[src/sv/spm_pkg.sv]
// shared types and codes for the slot pool manager
`timescale 1ns / 1ps

package spm_pkg;

   // request kinds
   localparam logic [2:0] KIND_ACQ_ANY   = 3'd0;
   localparam logic [2:0] KIND_ACQ_SLOT  = 3'd1;
   localparam logic [2:0] KIND_RELEASE   = 3'd2;
   localparam logic [2:0] KIND_HEALTH    = 3'd3;
   localparam logic [2:0] KIND_RECONNECT = 3'd4;
   localparam logic [2:0] KIND_RETRY_DUE = 3'd5;
   localparam logic [2:0] KIND_SCAN      = 3'd6;

   // response status codes
   localparam logic [2:0] STAT_GRANTED   = 3'd0;
   localparam logic [2:0] STAT_NONE_FREE = 3'd1;
   localparam logic [2:0] STAT_NOT_READY = 3'd2;
   localparam logic [2:0] STAT_INVALID   = 3'd3;
   localparam logic [2:0] STAT_RETRY     = 3'd4;
   localparam logic [2:0] STAT_RECONNECT = 3'd5;
   localparam logic [2:0] STAT_DONE      = 3'd6;

   // register indexes
   localparam logic [2:0] CSR_BASE      = 3'd0;
   localparam logic [2:0] CSR_MAX       = 3'd1;
   localparam logic [2:0] CSR_MAX_SHIFT = 3'd2;
   localparam logic [2:0] CSR_JITTER    = 3'd3;

   localparam logic [4:0]  MAX_RESULTS_M1 = 5'd15;
   localparam logic [15:0] LFSR_SEED      = 16'hACE1;
   localparam logic [15:0] LFSR_TAPS      = 16'hB400;

   typedef enum logic [3:0] {
      OP_NONE,
      OP_GRANT_ONE,
      OP_INC,
      OP_DEC,
      OP_SET_HEALTH,
      OP_RECON_OK,
      OP_RECON_FAIL,
      OP_SET_RETRY,
      OP_CLR_RETRY
   } cell_op_type;

   typedef struct packed {
      cell_op_type op;
      logic        flag;
   } cell_cmd_type;

   typedef struct packed {
      logic       use_zero;
      logic       healthy;
      logic [4:0] fail_cnt;
      logic       retry;
   } cell_stat_type;

   typedef enum logic [2:0] {
      ST_IDLE,
      ST_EXEC,
      ST_SEARCH,
      ST_SCAN,
      ST_SCAN_END,
      ST_BACK1,
      ST_BACK2
   } ctl_state_type;

endpackage

[src/sv/spm_cell.sv]
// one slot cell: use count, health, failure count and retry flag
`timescale 1ns / 1ps

module spm_cell import spm_pkg::*; (
   input  logic          clock,
   input  logic          reset,
   input  cell_cmd_type  cmd,
   output cell_stat_type stat
);

   logic [7:0] use_ff, use_in;
   logic       healthy_ff, healthy_in;
   logic [4:0] fail_ff, fail_in;
   logic       retry_ff, retry_in;

   // apply the broadcast command
   always_comb begin
      use_in     = use_ff;
      healthy_in = healthy_ff;
      fail_in    = fail_ff;
      retry_in   = retry_ff;
      case (cmd.op)
         OP_GRANT_ONE: use_in = 8'd1;
         OP_INC: if (use_ff != 8'hFF) use_in = use_ff + 8'd1;
         OP_DEC: if (use_ff != 8'h00) use_in = use_ff - 8'd1;
         OP_SET_HEALTH: healthy_in = cmd.flag;
         OP_RECON_OK: begin
            if (use_ff == 8'h00) healthy_in = 1'b1;
            fail_in  = 5'd0;
            retry_in = 1'b0;
         end
         OP_RECON_FAIL: begin
            if (fail_ff != 5'd31) fail_in = fail_ff + 5'd1;
            retry_in = 1'b1;
         end
         OP_SET_RETRY: retry_in = 1'b1;
         OP_CLR_RETRY: retry_in = 1'b0;
         default: ;
      endcase
   end

   always_ff @(posedge clock) begin
      if (reset) begin
         use_ff     <= 8'd0;
         healthy_ff <= 1'b0;
         fail_ff    <= 5'd0;
         retry_ff   <= 1'b0;
      end else begin
         use_ff     <= use_in;
         healthy_ff <= healthy_in;
         fail_ff    <= fail_in;
         retry_ff   <= retry_in;
      end
   end

   assign stat.use_zero = (use_ff == 8'd0);
   assign stat.healthy  = healthy_ff;
   assign stat.fail_cnt = fail_ff;
   assign stat.retry    = retry_ff;

endmodule

[src/sv/slot_pool_manager_core.sv]
// slot pool manager top level: sequencer over a row of slot cells
// from accept to result register: single-slot kinds pass through exec, a reconnect failure
// through exec, back1 and back2, acquire_any through exec and a search of the slots, and a
// health scan through exec, scan and scan_end; results wait on a full output register
// throughput one transaction at a time; the output register lets req accept while rsp waits
// synchronous reset clears all cells, the hint, and seeds the lfsr to 0xACE1
`timescale 1ns / 1ps

module slot_pool_manager_core import spm_pkg::*; #(
   parameter int POOL_SLOTS = 16
) (
   input  logic        clock,
   input  logic        reset,
   input  logic        req_valid,
   output logic        req_ready,
   input  logic [2:0]  req_kind,
   input  logic [7:0]  req_slot,
   input  logic        req_flag,
   output logic        rsp_valid,
   input  logic        rsp_ready,
   output logic [2:0]  rsp_status,
   output logic [5:0]  rsp_slot_out,
   output logic [22:0] rsp_delay_ms,
   output logic        rsp_last,
   input  logic        csr_valid,
   output logic        csr_ready,
   input  logic [2:0]  csr_index,
   input  logic [21:0] csr_wdata
);

   localparam int SW = (POOL_SLOTS > 1) ? $clog2(POOL_SLOTS) : 1;
   localparam logic [SW-1:0] LAST_IDX = SW'(POOL_SLOTS - 1);

   // configuration registers
   logic [15:0] base_ff;
   logic [21:0] max_ff;
   logic [4:0]  shift_max_ff;
   logic [15:0] jit_ff;

   assign csr_ready = 1'b1;

   always_ff @(posedge clock) begin
      if (reset) begin
         base_ff      <= 16'd500;
         max_ff       <= 22'd30000;
         shift_max_ff <= 5'd6;
         jit_ff       <= 16'd250;
      end else if (csr_valid) begin
         unique case (csr_index)
            CSR_BASE:      base_ff      <= csr_wdata[15:0];
            CSR_MAX:       max_ff       <= csr_wdata;
            CSR_MAX_SHIFT: shift_max_ff <= csr_wdata[4:0];
            CSR_JITTER:    jit_ff       <= csr_wdata[15:0];
            default: ;
         endcase
      end
   end

   // row of slot cells
   cell_cmd_type  cmd_bus;
   logic [SW-1:0] cmd_sel;
   cell_stat_type cell_st [POOL_SLOTS];

   for (genvar g = 0; g < POOL_SLOTS; g++) begin : g_cell
      cell_cmd_type cmd_g;
      assign cmd_g.op   = (cmd_sel == SW'(g)) ? cmd_bus.op : OP_NONE;
      assign cmd_g.flag = cmd_bus.flag;
      spm_cell u_cell (
         .clock (clock),
         .reset (reset),
         .cmd   (cmd_g),
         .stat  (cell_st[g])
      );
   end

   // sequencer registers
   ctl_state_type state_ff, state_in;
   logic [2:0]    kind_ff, kind_in;
   logic [7:0]    slot_ff, slot_in;
   logic          flag_ff, flag_in;
   logic [SW-1:0] hint_ff, hint_in;
   logic [SW-1:0] ptr_ff, ptr_in;
   logic [SW-1:0] cnt_ff, cnt_in;
   logic [4:0]    found_ff, found_in;
   logic          pend_ff, pend_in;
   logic [SW-1:0] pslot_ff, pslot_in;
   logic [15:0]   lfsr_ff, lfsr_in;
   logic [4:0]    shift_ff, shift_in;
   logic [21:0]   clamp_ff, clamp_in;
   logic [32:0]   prod_ff, prod_in;

   // output register
   logic          ov_ff, ov_in;
   logic [2:0]    ost_ff, ost_in;
   logic [5:0]    oslot_ff, oslot_in;
   logic [22:0]   odly_ff, odly_in;
   logic          olast_ff, olast_in;

   logic          out_free;
   logic [SW-1:0] sidx;
   cell_stat_type sel_st, ptr_st;
   logic          slot_bad;
   logic          ptr_q;
   logic          acq_ok;
   logic [4:0]    fail_nx;
   logic [46:0]   shifted;

   assign out_free = !ov_ff || rsp_ready;
   assign sidx     = slot_ff[SW-1:0];
   assign sel_st   = cell_st[sidx];
   assign ptr_st   = cell_st[ptr_ff];
   assign slot_bad = (slot_ff >= 8'(POOL_SLOTS));
   assign acq_ok   = ptr_st.use_zero && ptr_st.healthy;
   assign ptr_q    = ptr_st.use_zero && !ptr_st.healthy && !ptr_st.retry &&
                     (ptr_st.fail_cnt == 5'd0);
   assign fail_nx  = (sel_st.fail_cnt == 5'd31) ? 5'd31 : sel_st.fail_cnt + 5'd1;
   assign shifted  = {31'd0, base_ff} << shift_ff;
   assign req_ready = (state_ff == ST_IDLE);

   // next state
   always_comb begin
      state_in = state_ff;
      unique case (state_ff)
         ST_IDLE: if (req_valid) state_in = ST_EXEC;
         ST_EXEC: begin
            if (kind_ff == KIND_ACQ_ANY) state_in = ST_SEARCH;
            else if (kind_ff == KIND_SCAN) state_in = ST_SCAN;
            else if (kind_ff > KIND_SCAN) state_in = ST_IDLE;
            else if (!slot_bad && kind_ff == KIND_RECONNECT && !flag_ff)
               state_in = ST_BACK1;
            else if (out_free) state_in = ST_IDLE;
         end
         ST_SEARCH: if (out_free && (acq_ok || cnt_ff == LAST_IDX)) state_in = ST_IDLE;
         ST_SCAN: begin
            if (!(ptr_q && pend_ff && !out_free) &&
                ((ptr_q && found_ff == MAX_RESULTS_M1) || ptr_ff == LAST_IDX))
               state_in = ST_SCAN_END;
         end
         ST_SCAN_END: if (out_free) state_in = ST_IDLE;
         ST_BACK1: state_in = ST_BACK2;
         ST_BACK2: if (out_free) state_in = ST_IDLE;
         default: state_in = ST_IDLE;
      endcase
   end

   // datapath and cell commands
   always_comb begin
      kind_in  = kind_ff;
      slot_in  = slot_ff;
      flag_in  = flag_ff;
      hint_in  = hint_ff;
      ptr_in   = ptr_ff;
      cnt_in   = cnt_ff;
      found_in = found_ff;
      pend_in  = pend_ff;
      pslot_in = pslot_ff;
      lfsr_in  = lfsr_ff;
      shift_in = shift_ff;
      clamp_in = clamp_ff;
      prod_in  = prod_ff;
      ov_in    = ov_ff && !rsp_ready;
      ost_in   = ost_ff;
      oslot_in = oslot_ff;
      odly_in  = odly_ff;
      olast_in = olast_ff;
      cmd_bus.op   = OP_NONE;
      cmd_bus.flag = flag_ff;
      cmd_sel  = sidx;
      unique case (state_ff)
         ST_IDLE: begin
            if (req_valid) begin
               kind_in = req_kind;
               slot_in = req_slot;
               flag_in = req_flag;
            end
         end
         ST_EXEC: begin
            if (kind_ff == KIND_ACQ_ANY) begin
               ptr_in  = hint_ff;
               cnt_in  = '0;
               hint_in = (hint_ff == LAST_IDX) ? '0 : hint_ff + SW'(1);
            end else if (kind_ff == KIND_SCAN) begin
               ptr_in   = '0;
               found_in = 5'd0;
               pend_in  = 1'b0;
            end else if (kind_ff > KIND_SCAN) begin
               ov_in = ov_ff && !rsp_ready;
            end else if (slot_bad) begin
               if (out_free) begin
                  ov_in = 1'b1; ost_in = STAT_INVALID; oslot_in = 6'd0;
                  odly_in = 23'd0; olast_in = 1'b1;
               end
            end else if (kind_ff == KIND_RECONNECT && !flag_ff) begin
               cmd_bus.op = OP_RECON_FAIL;
               shift_in = (fail_nx > shift_max_ff) ? shift_max_ff : fail_nx;
               lfsr_in  = lfsr_ff[0] ? ({1'b0, lfsr_ff[15:1]} ^ LFSR_TAPS)
                                     : {1'b0, lfsr_ff[15:1]};
            end else if (out_free) begin
               ov_in = 1'b1; oslot_in = 6'(sidx); odly_in = 23'd0; olast_in = 1'b1;
               ost_in = STAT_DONE;
               case (kind_ff)
                  KIND_ACQ_SLOT: begin
                     if (sel_st.healthy) begin
                        ost_in = STAT_GRANTED; cmd_bus.op = OP_INC;
                     end else begin
                        ost_in = STAT_NOT_READY;
                     end
                  end
                  KIND_RELEASE: cmd_bus.op = OP_DEC;
                  KIND_HEALTH:  cmd_bus.op = OP_SET_HEALTH;
                  KIND_RECONNECT: cmd_bus.op = OP_RECON_OK;
                  default: begin
                     if (sel_st.use_zero && !sel_st.healthy) begin
                        ost_in = STAT_RECONNECT; cmd_bus.op = OP_SET_RETRY;
                     end else begin
                        cmd_bus.op = OP_CLR_RETRY;
                     end
                  end
               endcase
            end
         end
         ST_SEARCH: begin
            cmd_sel = ptr_ff;
            if (out_free) begin
               if (acq_ok) begin
                  cmd_bus.op = OP_GRANT_ONE;
                  ov_in = 1'b1; ost_in = STAT_GRANTED; oslot_in = 6'(ptr_ff);
                  odly_in = 23'd0; olast_in = 1'b1;
               end else if (cnt_ff == LAST_IDX) begin
                  ov_in = 1'b1; ost_in = STAT_NONE_FREE; oslot_in = 6'd0;
                  odly_in = 23'd0; olast_in = 1'b1;
               end else begin
                  cnt_in = cnt_ff + SW'(1);
                  ptr_in = (ptr_ff == LAST_IDX) ? '0 : ptr_ff + SW'(1);
               end
            end
         end
         ST_SCAN: begin
            cmd_sel = ptr_ff;
            if (!(ptr_q && pend_ff && !out_free)) begin
               if (ptr_q) begin
                  cmd_bus.op = OP_SET_RETRY;
                  if (pend_ff) begin
                     ov_in = 1'b1; ost_in = STAT_RECONNECT; oslot_in = 6'(pslot_ff);
                     odly_in = 23'd0; olast_in = 1'b0;
                  end
                  pend_in  = 1'b1;
                  pslot_in = ptr_ff;
                  found_in = found_ff + 5'd1;
               end
               ptr_in = (ptr_ff == LAST_IDX) ? '0 : ptr_ff + SW'(1);
            end
         end
         ST_SCAN_END: begin
            if (out_free) begin
               ov_in = 1'b1; odly_in = 23'd0; olast_in = 1'b1;
               ost_in   = pend_ff ? STAT_RECONNECT : STAT_DONE;
               oslot_in = pend_ff ? 6'(pslot_ff) : 6'd0;
            end
         end
         ST_BACK1: begin
            clamp_in = (shifted > {25'd0, max_ff}) ? max_ff : shifted[21:0];
            prod_in  = {17'd0, lfsr_ff} * ({17'd0, jit_ff} + 33'd1);
         end
         ST_BACK2: begin
            if (out_free) begin
               ov_in = 1'b1; ost_in = STAT_RETRY; oslot_in = 6'(sidx);
               odly_in  = {1'b0, clamp_ff} + {6'd0, prod_ff[32:16]};
               olast_in = 1'b1;
            end
         end
         default: ;
      endcase
   end

   always_ff @(posedge clock) begin
      if (reset) begin
         state_ff <= ST_IDLE;
         hint_ff  <= '0;
         lfsr_ff  <= LFSR_SEED;
         ov_ff    <= 1'b0;
         pend_ff  <= 1'b0;
      end else begin
         state_ff <= state_in;
         hint_ff  <= hint_in;
         lfsr_ff  <= lfsr_in;
         ov_ff    <= ov_in;
         pend_ff  <= pend_in;
      end
   end

   // payload registers
   always_ff @(posedge clock) begin
      kind_ff  <= kind_in;
      slot_ff  <= slot_in;
      flag_ff  <= flag_in;
      ptr_ff   <= ptr_in;
      cnt_ff   <= cnt_in;
      found_ff <= found_in;
      pslot_ff <= pslot_in;
      shift_ff <= shift_in;
      clamp_ff <= clamp_in;
      prod_ff  <= prod_in;
      ost_ff   <= ost_in;
      oslot_ff <= oslot_in;
      odly_ff  <= odly_in;
      olast_ff <= olast_in;
   end

   assign rsp_valid    = ov_ff;
   assign rsp_status   = ost_ff;
   assign rsp_slot_out = oslot_ff;
   assign rsp_delay_ms = odly_ff;
   assign rsp_last     = olast_ff;

endmodule

[config.mk]
export PLATFORM = sky130hd
export DESIGN_NAME = slot_pool_manager_core
export DESIGN_NICKNAME = d
export VERILOG_FILES = /design/src/sv/spm_pkg.sv /design/src/sv/spm_cell.sv /design/src/sv/slot_pool_manager_core.sv
export SDC_FILE = /design/constraint.sdc
export NUM_CORES = 2
export LEC_CHECK = 0
export BUFFER_PORTS_ARGS = -buffer_cell sky130_fd_sc_hd__buf_2
export CORE_MARGIN = 3
export CORE_UTILIZATION = 50
export CTS_CLUSTER_DIAMETER = 200
export DETAILED_ROUTE_END_ITERATION = 8
export PLACE_DENSITY_LB_ADDON = 0.08
export SLEW_MARGIN = 40
export SYNTH_ARGS = -nofsm -noshare
export SYNTH_HDL_FRONTEND = slang
export SYNTH_HIERARCHICAL = 1
export SYNTH_SLANG_ARGS = --single-unit
[constraint.sdc]
create_clock -name clock -period 7.9 [get_ports clock]
set_input_delay 0.79 -clock clock [delete_from_list [all_inputs] [get_ports clock]]
set_output_delay 0.79 -clock clock [all_outputs]
set_load 0.02 [all_outputs]
======== Word-level counts from Yosys, hierarchy flattened ========
Cells that the tools add are included.
Widths: inputs -> output; s select.
operators by class
  $add $sub $neg .......................... 55
  multiply operators ...................... 1
  magnitude comparators ................... 6
  eq/ne operators ......................... 279
  shift operators ......................... 1
  mux-type cells .......................... 278
  bitwise gates (word level) .............. 8
  reductions and logical operators ........ 231
operator list
  operator             number
  $pmux 8 s3           16
  $mux 23              13
  $mux 8               36
  $eq 4x3->1 const B   68
  $pmux 5 s2           17
  $mux 4               37
  $eq 4x2->1 const B   34
  $add 8x1->8 const B  16
  $logic_not 8->1      16
  $ne 8x8->1 const B   16
  $reduce_bool 8->1    16
  $sub 8x1->8 const B  16
  $pmux 23 s5          1
  $mux 5               22
  $eq 4x4->1 const B   27
  $reduce_bool 2->1    50
  $ne 2x1->1 const B   48
  $add 5x1->5 const B  18
  $mux 6               14
  $ne 5x5->1 const B   16
  $reduce_and 2->1     38
  $mux 3               25
  $eq 4x1->1 const B   17
  $reduce_or 2->1      34
  other kinds (51)     248
word-level totals
  flip-flop bits (word level) ............. 446
  input bits .............................. 42
  word-level logic and storage cells ...... 946

======== Logic depth before layout (Yosys ltp) ========
  depth after elaboration ................. 19
  gate-level depth with buffers ........... 27
  gate-level depth less buffers ........... 26

======== Hierarchy ========
The synthesis kept the hierarchy.
modules (own cells, without submodules)
  module                             times used  cells each  area an instance (µm²)
  slot_pool_manager_core             1           2351        20957.6
  spm_cell at g_cell[10].u_cell ...  15          132         1103.6
  spm_cell at g_cell[0].u_cell       1           135         1096.1

======== Least setup slack after synthesis ========
Ideal clock, no wire load.
  kind .................................... reg-to-reg
  start ................................... reg jit_ff[0]
  end ..................................... reg prod_ff[32] (data pin)
  setup time .............................. 260 ps
  data arrival time ....................... 6523 ps
  setup slack ............................. 1117 ps
  cell stages (with the launch flop) ...... 26
  period minus slack after synthesis ...... 6783 ps
  cells stage by stage .................... dfxtp_1 > and3_1 > nand2_1 > nor2_1 > nand3_1 > xnor2_1 > clkbuf_1 > nand2_1 > fa_1 > fa_1 > fa_1 > inv_1 > fa_1 > fa_1 > inv_1 > fa_1 > inv_1 > ha_1 > nand4_1 > a211o_1 > o221ai_1 > a221o_1 > a21oi_1 > o31ai_1 > a31oi_1 > xnor2_1
between the ends
  longest elaborated chain between the ends .. 2
ends and longest elaborated chain
  what                    RTL line                       RTL
  start, declared         slot_pool_manager_core.sv:38   logic [15:0] jit_ff;
  start signal, assigned  slot_pool_manager_core.sv:53   CSR_JITTER: jit_ff <= csr_wdata[15:0];
  $add 16x1->17           slot_pool_manager_core.sv:263  prod_in = {17'd0, lfsr_ff} * ({17'd0, jit_ff} + 33'd1);
  $mul 16x17->33          slot_pool_manager_core.sv:263
  end signal, assigned    slot_pool_manager_core.sv:303  prod_ff <= prod_in;
  end, declared           slot_pool_manager_core.sv:90   logic [32:0] prod_ff, prod_in;
Every way passes these cells.
A chain may end at the register's enable or synchronous reset.

======== Worst setup path in the final report ========
Same ends and word-level chain as after synthesis.

==> reports/metrics.csv <==
metric,value,unit
routability cong.,0.885,
setup TNS,0,ns
ANT nets after route,0,
Die X,284,um
Min-Delay Path Class,primary input to flop,
FMAX,139,MHz
Setup Viol. Count Final,0,
Post-CTS Setup Repair Bufs,0,
Nets,4896,
GR Overflow Total,0,
CTS buffer count,54,
Max-Slew Margin vs Limit,0.428,
port bufs,76,
H-tree Lvls,2,
Vias,32000,
Syn Area/Cell,8.64,um^2
initial core utilization,0.507,
Synth Area in Adders,0.188,
share of cells above drive strength 1,0.125,
Worst EP arrival,7.58,ns
syn nets,4949,
Final HPWL DP,77.4,mm
core area,0.0762,mm^2
Simple-Gate Fraction of Synth Area,0.213,
Synth Area in XOR/XNOR,0.0313,
element type at the critical path start,flop,
Layout area overhead,6.76,%
clk_skew,0.0376,ns
Ys Warns,6,
initial antenna violation count,0,
Die Height,284,um
CP max stage cell,fa_1,
Worst EP required,8.26,ns
post-synthesis mux area share,0.0510,
worst skew pair latency,0.61,ns
Leak,16.0,nW
critical-path maximum fanout,13,
first-pass GRT wire length,166,mm
worst-margin pin slew,0.857,ns
WS Path Type,flop to flop,
vias in the first global route,30200,
Crit path top cell by count,fa_1,
total power,0.00610,W
RSZ-0062 raised after global routing,no,
CP max stage delay,0.60,ns
clock sink count,430,
Tot GR Track Use,0.251,
Row Count,101,
WL final,103,mm
Compound-Gate Fraction of Synth Area,0.189,
DR vias/cell,5.83,
cts repair resizes,0,
clk root buf,clkbuf_16,
Final Hold Fails,0,
routed len/inst,18.7,um
drt pass-1 iters,5,
Yosys cell types,101,
"CTS clk-pin slew, worst paths",0.06,ns
pin count of the biggest net entering global routing,94,
Async SR Flop Fraction,0,
pwr/cell area,148,mW/mm^2
minimum clock period,7.22,ns
crit end category,flop,
main combinational cell family by area after synthesis,simple AND/OR/NAND/NOR gates,
max_cap viols,0,
"FF+latch count, synth",430,
number of synthesized flops with an enable pin,106,
maximum VDD drop,191,uV
Slew Limit Fails,0,
Synth Instances,4466,
Synth Flop Type,dfxtp_1,
DRC,0,
I/O Pins,78,
pre-CTS WS,0.625,ns
Final WS setup,0.680,ns
CTS tree,done,
final worst-path cycle share,0.914,
Antenna Cells,0,
Hold Buf Count CTS,0,
Die Area,0.0806,mm^2
DR iter-0 viols,2358,
status,finished clean,
CTS Buffer Depth,3,
"Seq/Total Area, Yosys",0.250,
"Cell Area, Synth",0.0386,mm^2
sequential cells by signal, indices dropped and copies added, names as in the netlist, 5 cells and up:
name                      flops
g_cell.u_cell/use_ff        128
g_cell.u_cell/fail_ff        80
rsp_delay_ms                 23
clamp_ff                     22
max_ff                       22
prod_ff                      17
base_ff                      16
g_cell.u_cell/healthy_ff     16
g_cell.u_cell/retry_ff       16
jit_ff                       16
lfsr_ff                      16
slot_ff                       8
rsp_slot_out                  6
found_ff                      5
shift_ff                      5
shift_max_ff                  5
report_power, final:
group	internal (W)	switching, W
Combinational	0.000514	0.000781
Clock	0.00146	0.000993
Sequential	0.00232	0.0000356
cell usage after synthesis (64+ instances only):
library cell / n / area, um^2
nand3_1: 138 / 691
a21oi_1: 298 / 1490
xnor2_1: 99 / 867
o21ai_0: 133 / 666
dfxtp_1: 324 / 6490
fa_1: 208 / 4160
and2_1: 114 / 713
nor2_1: 368 / 1380
inv_1: 389 / 1460
o211ai_1: 64 / 480
edfxtp_1: 106 / 3180
nand2_1: 558 / 2090
ha_1: 233 / 2920
clkbuf_1: 135 / 507
metal layers:
metal / global-route usage / wire, um / vias up
met5: 0 / 0 / -
met4: 0.0804 / 3430 / 0
met3: 0.0308 / 5160 / 171
met2: 0.414 / 48000 / 714
met1: 0.345 / 46100 / 15300
li1: - / - / 15700
logic make-up after synthesis:
kind of cell | Yosys count
mux | 116
flops | 430
other cells | 1
xor+xnor | 138
simple gates | 1643
buf+inv | 658
compound gates | 1023
fa+ha+maj | 457
cell type report:
| cell class | instances | area, um^2 |
|---|---|---|
| timing repair buffer | 141 | 906 |
| tap | 1030 | 1290 |
| clock inverter | 16 | 163 |
| fill | 7200 | 35000 |
| clock buffer | 80 | 1600 |
| sequential | 430 | 9670 |
| inverter | 408 | 1570 |
| multi-input combinational | 3378 | 26000 |
worst max-delay path: cells and delay by family, from the launching register on:
kind	cells	cell delay, ns
flops	1	0.37
compound gates	6	1.55
buf+inv	4	0.41
xor+xnor	2	0.40
simple gates	5	0.70
fa+ha+maj	8	3.54
per-stage QoR:
step	util	cells	hold WS (ns)	cell area, um^2
after floorplan	-	4466	0.447	38600
after global placement	0.517	5385	0.451	39400
after detailed placement	0.518	5387	0.463	39500
after CTS	0.541	5483	0.310	41200
after global routing	0.541	5483	0.327	41200
final	0.541	5483	0.352	41200
cells in the final DEF, fill, tap and decap left out, types with 32 or more instances in the layout:
cell type	count
o211ai_1	64
nor4_1	46
a211oi_1	45
inv_1	389
nand2b_1	35
nor3_1	55
a22oi_1	35
and2_1	113
a21oi_1	297
a31oi_1	45
xor2_1	39
buf_4	63
mux4_2	55
or4_4	32
or3_1	56
edfxtp_1	106
dfxtp_1	321
nor2_1	367
fa_1	208
nand2_1	557
ha_1	233
nor2b_1	38
and3_1	47
buf_2	75
a22o_1	33
o21ai_0	130
nand4_1	41
nand3_1	138
and4bb_2	32
clkbuf_16	56
xnor2_1	99
final timing paths:
path	to	cells after the start	from	slack, ns
setup reg to reg	prod_ff[32]	25	jit_ff[0]	0.68
setup / recovery	prod_ff[32]	25	jit_ff[0]	0.68
hold reg to reg	lfsr_ff[0]	2	lfsr_ff[0]	0.47
hold / removal	slot_ff[1]	1	req_slot[1]	0.35
(Power assumes the default switching activity.)
